[src/rtl/core/aes_prf_pkg.sv]
// aes_prf_pkg: shared types, constants and aes helper functions
// no dependencies
`default_nettype none
package aes_prf_pkg;
  localparam int unsigned ChunkBits = 24;
  localparam int unsigned NumRounds = 10;
  localparam int unsigned LgW = 5;

  typedef enum logic [1:0] {
    REG_KEY_LOW  = 2'd0,
    REG_KEY_HIGH = 2'd1,
    REG_LOG2     = 2'd2,
    REG_COUNT    = 2'd3
  } reg_idx_e;

  // sideband carried along the round chain
  typedef struct packed {
    logic [23:0] chunk;
    logic [23:0] cand;
  } side_t;

  function automatic logic [7:0] sbox(input logic [7:0] a);
    logic [7:0] t [256];
    t = '{
      8'h63,8'h7c,8'h77,8'h7b,8'hf2,8'h6b,8'h6f,8'hc5,8'h30,8'h01,8'h67,8'h2b,8'hfe,8'hd7,8'hab,8'h76,
      8'hca,8'h82,8'hc9,8'h7d,8'hfa,8'h59,8'h47,8'hf0,8'had,8'hd4,8'ha2,8'haf,8'h9c,8'ha4,8'h72,8'hc0,
      8'hb7,8'hfd,8'h93,8'h26,8'h36,8'h3f,8'hf7,8'hcc,8'h34,8'ha5,8'he5,8'hf1,8'h71,8'hd8,8'h31,8'h15,
      8'h04,8'hc7,8'h23,8'hc3,8'h18,8'h96,8'h05,8'h9a,8'h07,8'h12,8'h80,8'he2,8'heb,8'h27,8'hb2,8'h75,
      8'h09,8'h83,8'h2c,8'h1a,8'h1b,8'h6e,8'h5a,8'ha0,8'h52,8'h3b,8'hd6,8'hb3,8'h29,8'he3,8'h2f,8'h84,
      8'h53,8'hd1,8'h00,8'hed,8'h20,8'hfc,8'hb1,8'h5b,8'h6a,8'hcb,8'hbe,8'h39,8'h4a,8'h4c,8'h58,8'hcf,
      8'hd0,8'hef,8'haa,8'hfb,8'h43,8'h4d,8'h33,8'h85,8'h45,8'hf9,8'h02,8'h7f,8'h50,8'h3c,8'h9f,8'ha8,
      8'h51,8'ha3,8'h40,8'h8f,8'h92,8'h9d,8'h38,8'hf5,8'hbc,8'hb6,8'hda,8'h21,8'h10,8'hff,8'hf3,8'hd2,
      8'hcd,8'h0c,8'h13,8'hec,8'h5f,8'h97,8'h44,8'h17,8'hc4,8'ha7,8'h7e,8'h3d,8'h64,8'h5d,8'h19,8'h73,
      8'h60,8'h81,8'h4f,8'hdc,8'h22,8'h2a,8'h90,8'h88,8'h46,8'hee,8'hb8,8'h14,8'hde,8'h5e,8'h0b,8'hdb,
      8'he0,8'h32,8'h3a,8'h0a,8'h49,8'h06,8'h24,8'h5c,8'hc2,8'hd3,8'hac,8'h62,8'h91,8'h95,8'he4,8'h79,
      8'he7,8'hc8,8'h37,8'h6d,8'h8d,8'hd5,8'h4e,8'ha9,8'h6c,8'h56,8'hf4,8'hea,8'h65,8'h7a,8'hae,8'h08,
      8'hba,8'h78,8'h25,8'h2e,8'h1c,8'ha6,8'hb4,8'hc6,8'he8,8'hdd,8'h74,8'h1f,8'h4b,8'hbd,8'h8b,8'h8a,
      8'h70,8'h3e,8'hb5,8'h66,8'h48,8'h03,8'hf6,8'h0e,8'h61,8'h35,8'h57,8'hb9,8'h86,8'hc1,8'h1d,8'h9e,
      8'he1,8'hf8,8'h98,8'h11,8'h69,8'hd9,8'h8e,8'h94,8'h9b,8'h1e,8'h87,8'he9,8'hce,8'h55,8'h28,8'hdf,
      8'h8c,8'ha1,8'h89,8'h0d,8'hbf,8'he6,8'h42,8'h68,8'h41,8'h99,8'h2d,8'h0f,8'hb0,8'h54,8'hbb,8'h16
    };
    return t[a];
  endfunction

  function automatic logic [7:0] rcon(input logic [3:0] r);
    logic [7:0] v;
    case (r)
      4'd1: v = 8'h01;  4'd2: v = 8'h02;  4'd3: v = 8'h04;  4'd4: v = 8'h08;
      4'd5: v = 8'h10;  4'd6: v = 8'h20;  4'd7: v = 8'h40;  4'd8: v = 8'h80;
      4'd9: v = 8'h1b;  4'd10: v = 8'h36;
      default: v = 8'h00;
    endcase
    return v;
  endfunction

  function automatic logic [7:0] xtime(input logic [7:0] a);
    return {a[6:0], 1'b0} ^ (a[7] ? 8'h1b : 8'h00);
  endfunction

  // byte i of the state sits at bits 8i+7..8i
  function automatic logic [127:0] sub_shift(input logic [127:0] s);
    logic [127:0] t;
    for (int c = 0; c < 4; c++)
      for (int r = 0; r < 4; r++)
        t[8*(r+4*c) +: 8] = sbox(s[8*(r+4*((c+r)%4)) +: 8]);
    return t;
  endfunction

  function automatic logic [127:0] mix_cols(input logic [127:0] s);
    logic [127:0] t;
    logic [7:0] a0, a1, a2, a3, al;
    for (int c = 0; c < 4; c++) begin
      a0 = s[32*c +: 8]; a1 = s[32*c+8 +: 8];
      a2 = s[32*c+16 +: 8]; a3 = s[32*c+24 +: 8];
      al = a0 ^ a1 ^ a2 ^ a3;
      t[32*c +: 8]    = a0 ^ al ^ xtime(a0 ^ a1);
      t[32*c+8 +: 8]  = a1 ^ al ^ xtime(a1 ^ a2);
      t[32*c+16 +: 8] = a2 ^ al ^ xtime(a2 ^ a3);
      t[32*c+24 +: 8] = a3 ^ al ^ xtime(a3 ^ a0);
    end
    return t;
  endfunction

  // next round key from the previous one
  function automatic logic [127:0] key_step(input logic [127:0] k, input logic [3:0] r);
    logic [31:0] w, t;
    logic [127:0] n;
    w = k[127:96];
    t = {sbox(w[7:0]), sbox(w[31:24]), sbox(w[23:16]), sbox(w[15:8]) ^ rcon(r)};
    n[31:0]   = k[31:0] ^ t;
    n[63:32]  = k[63:32] ^ n[31:0];
    n[95:64]  = k[95:64] ^ n[63:32];
    n[127:96] = k[127:96] ^ n[95:64];
    return n;
  endfunction
endpackage
`default_nettype wire

[src/rtl/core/aes_prf_keysched.sv]
// aes_prf_keysched: round key registers, one round expanded per cycle
// depends on aes_prf_pkg
`default_nettype none
module aes_prf_keysched import aes_prf_pkg::*; (
  input  wire logic         clk_i,
  input  wire logic         rst_ni,
  input  wire logic         load_i,
  input  wire logic [127:0] key_i,
  output logic [127:0]      rk_o [NumRounds+1],
  output logic              busy_o
);
  logic [127:0] rk_q [NumRounds+1];
  logic [3:0]   cnt_q;

  always_ff @(posedge clk_i or negedge rst_ni) begin
    if (!rst_ni) begin
      rk_q[0] <= '0;
      for (int i = 1; i <= NumRounds; i++) rk_q[i] <= '0;
      cnt_q <= 4'd1;
    end else if (load_i) begin
      rk_q[0] <= key_i;
      cnt_q <= 4'd1;
    end else if (cnt_q <= 4'(NumRounds)) begin
      rk_q[cnt_q] <= key_step(rk_q[cnt_q - 4'd1], cnt_q);
      cnt_q <= cnt_q + 4'd1;
    end
  end

  assign rk_o = rk_q;
  assign busy_o = (cnt_q <= 4'(NumRounds));
endmodule
`default_nettype wire

[config.mk]
export PLATFORM = sky130hd
export DESIGN_NAME = aes_prf_keysched
export DESIGN_NICKNAME = d
export VERILOG_FILES = /design/src/rtl/core/aes_prf_pkg.sv /design/src/rtl/core/aes_prf_keysched.sv
export SDC_FILE = /design/constraint.sdc
export NUM_CORES = 2
export LEC_CHECK = 0
export ABC_CLOCK_PERIOD_IN_PS = 7600
export BUFFER_PORTS_ARGS = -buffer_cell sky130_fd_sc_hd__clkbuf_2
export CAP_MARGIN = 20
export CORE_AREA = 8 8 590 592
export CTS_CLUSTER_DIAMETER = 60
export DETAILED_ROUTE_END_ITERATION = 8
export DIE_AREA = 0 0 598 600
export SYNTH_ARGS = -nofsm -noshare
export SYNTH_HDL_FRONTEND = slang
export SYNTH_SLANG_ARGS = --single-unit
[constraint.sdc]
create_clock -name clk_i -period 7.6 [get_ports clk_i]
set_input_delay 0 -clock clk_i [delete_from_list [all_inputs] [get_ports clk_i]]
set_output_delay 0 -clock clk_i [all_outputs]
set_load 0.005 [all_outputs]
==> run metrics <==
FILL cells=~36000; wire per inst=37.54 um; CTS root buf=clkbuf_16; fin crit share=97.37%; Async S/R FF share, synth=100.0%; mux contribution to synthesized area=under 10%; total grt overflow=0; gp weighted congestion=roughly 1.0; crit end category=flip-flop; flops & latches, synth=roughly 1400; Die H=600 um; initial antenna violation count=20; Top Ports=roughly 1500; Rows=between 200 and 250; min Tclk post-route=between 7000 and 8000 ps; Slew headroom=7.188%; WHS=81.84 ps; worst path arrival time=8100 ps; DR vias/cell=between 5 and 6; clk_lat worst skew=between 900 and 1000 ps; hold depth=4; area grow syn2layout=30.57%; CTS Buf Count=183; first-pass GRT wire length=738.6 mm; DRT iter0 DRCs=10399; Hold Path Origin=key_i[25]; yosys warns=0; hpwl dp=approximately 430 mm; PortBufs=between 1500 and 2000; DRT antenna net count=0; H-tree levels=4; simple-gate share of the synthesized area=roughly 14%; Max FO, Critical Path=26; final hold vios=0; worst r2r src=cnt_q[0]$_DFFE_PN1P_; Seq/Total Area, Yosys=~45%; Placed Cells=14217; Synth Instances=between 8000 and 9000; syn_nets=between 8000 and 9000; Tightest Hold Check Type=primary input to flip-flop; most frequent cells in the layout=nand2_1, o21ai_0, clkbuf_2; commonest non-fill, non-tap cell in the layout=nand2_1; Post-synth EDFFs=0; largest net degree at the start of global routing=between 150 and 200; final setup fails=0; Post-Layout Cell Count=14830; largest family of logic cells by synthesized area=compound AO/OA/AOI/OAI gates; Setup Skew=91.67 ps; CTS clk-pin slew, worst paths=about 60 ps; CTS Sinks=approximately 1400; max_cap viols=0; RSZ-0062 raised after global routing=no; Die X=598 um; Crit Reg-Reg Endpoint=rk_o[1395]$_DFFE_PN0P_; top cells by area, synth=dfrtp_1, o21ai_0, nand2_1, mux4_2, clkbuf_1; share of cells above drive strength 1=about 28%; Primary FF master, synth=dfrtp_1; Initial Util=between 20% and 30%; Reg2Reg Setup Slack=200 ps; Hold EP=rk_o[1305]$_DFFE_PN0P_; Worst Max-Slew Pin Slew=roughly 1400 ps; total track usage=29.63%; CTS tree=built; Max Clock Freq=around 140 MHz; Setup Crit Path Kind=flip-flop to flip-flop; vias=between 80000 and 90000; CP required=8300 ps; Synth Cell Area=approximately 78000 um2; router iterations before antenna repair=7; detailed-route wire length=between 500 and 600 mm; adder-cell share of the synthesized area=0.9937%; Final Max Slew Viols=0; total core area=338400 um2; biggest area consumer among synthesized cells=dfrtp_1; Synth cell types=between 100 and 150; reg2reg path depth=20; XOR/XNOR share of the synthesized area=under 10%; Mean Syn Cell Area=9.123 um2; Remaining DRCs=0; maximum buffer depth of the clock tree=4; fin nets=slightly above 10000; Synth top area share=45.23%; vias in the first global route=approximately 77000; startpoint types=flip-flop; Synth Area in Compound Gates=between 20% and 30%; Die Footprint=roughly 360000 um2; status=complete, no violations
repair_timing:
action,4_1_cts,5_1_grt
endpoints found under the setup margin,0,27
resized for setup,0,10
endpoints found under the hold margin,697,0
hold buffers,270,0
setup buffers,0,0
state kept, by name, summed over array words and instances (netlist names):
register and cells:
cnt_q 4, rk_o 1408
layout make-up:
class                   instances  area (um2)  area share [%]
inverters                      42       163.9          0.1608
multi-input cells            6194       39610           38.86
repair buffers               2305       14760           14.48
clock buffers                 245        5134           5.037
well taps                    4536        5675           5.568
flip-flops and latches       1412       35340           34.67
clock inverters                80        1206           1.183
diodes                         16       40.04         0.03928
kinds of logic after synthesis:
family	after synthesis
muxes	437
and+or+nand+nor	2574
DFF	1412
buffers and inverters	951
AOI/OAI and AO/OA	2950
xor gates and xnor gates	171
adders and majority gates	62
how the worst max path moves through the flow:
stage                                     from  slack (ps)  cells past startpoint                     end
after CTS                 cnt_q[0]$_DFFE_PN1P_          80                     19  rk_o[1001]$_DFFE_PN0P_
after detailed placement  cnt_q[0]$_DFFE_PN1P_         120                     19  rk_o[1001]$_DFFE_PN0P_
after global placement    cnt_q[0]$_DFFE_PN1P_         -80                     16   rk_o[953]$_DFFE_PN0P_
after floorplan           cnt_q[0]$_DFFE_PN1P_        1060                     30  rk_o[1385]$_DFFE_PN0P_
final                     cnt_q[0]$_DFFE_PN1P_         200                     20  rk_o[1395]$_DFFE_PN0P_
after global routing      cnt_q[1]$_DFFE_PN0P_          20                     20  rk_o[1395]$_DFFE_PN0P_
per-layer routing:
layer	track usage (%)	wire, um	vias up
met2	45.67	244000	5167
met5	0	38	-
met4	18.26	44350	6
met3	8.354	53880	1107
li1	-	-	34193
met1	36.70	214500	41226
Yosys cell counts, types with 17 or more instances:
| cell type | n |
|---|---|
| a21oi_1 | 262 |
| a211oi_1 | 75 |
| buf_4 | 53 |
| nand2_1 | 1769 |
| buf_2 | 198 |
| mux2i_1 | 109 |
| a22oi_1 | 145 |
| nor2_1 | 319 |
| o2111ai_1 | 26 |
| ha_1 | 62 |
| mux4_2 | 250 |
| buf_1 | 38 |
| o221ai_1 | 30 |
| nor4_1 | 18 |
| o31ai_1 | 34 |
| dfrtp_1 | 1411 |
| buf_6 | 22 |
| mux2_2 | 76 |
| xnor2_1 | 105 |
| o31a_1 | 17 |
| a31oi_1 | 107 |
| a311oi_1 | 64 |
| o311ai_0 | 39 |
| inv_1 | 32 |
| a221oi_1 | 83 |
| xor2_1 | 42 |
| o22ai_1 | 29 |
| o21ai_0 | 1603 |
| o211ai_1 | 112 |
| o21ai_1 | 103 |
| nand4_1 | 31 |
| nor3_1 | 137 |
| nand3_1 | 176 |
| clkbuf_1 | 590 |
stage by stage:
stage | area [um2] | utilization [%] | setup slack (ps) | TNS (ps)
after global placement | 92630 | 27.37 | -80.91 | -693.3
after CTS | 101800 | 30.08 | 84.06 | 0
final | 101900 | 30.12 | 200.0 | 0
after global routing | 101900 | 30.11 | 17.20 | 0
after floorplan | 78060 | - | 1056 | 0
after detailed placement | 92750 | 27.40 | 120.4 | 0
critical path: stages, from the launching register on:
cell and delay (ps):
dfstp_4 780, inv_6 70, ha_4 500, buf_12 270
buf_4 260, mux2_2 360, o311ai_1 340, or4_1 180
buf_4 280, nand2_2 370, buf_4 340, a211oi_1 450
o21ai_0 290, o2111ai_1 210, o2111ai_1 320, a31oi_2 460
or2_4 340, o2111ai_1 150, or3_1 380, a221o_1 260
dlygate4sd3_1 550
Power is not shown: default switching activity piles up to over one toggle a cycle in this logic, so the estimate is an artifact.
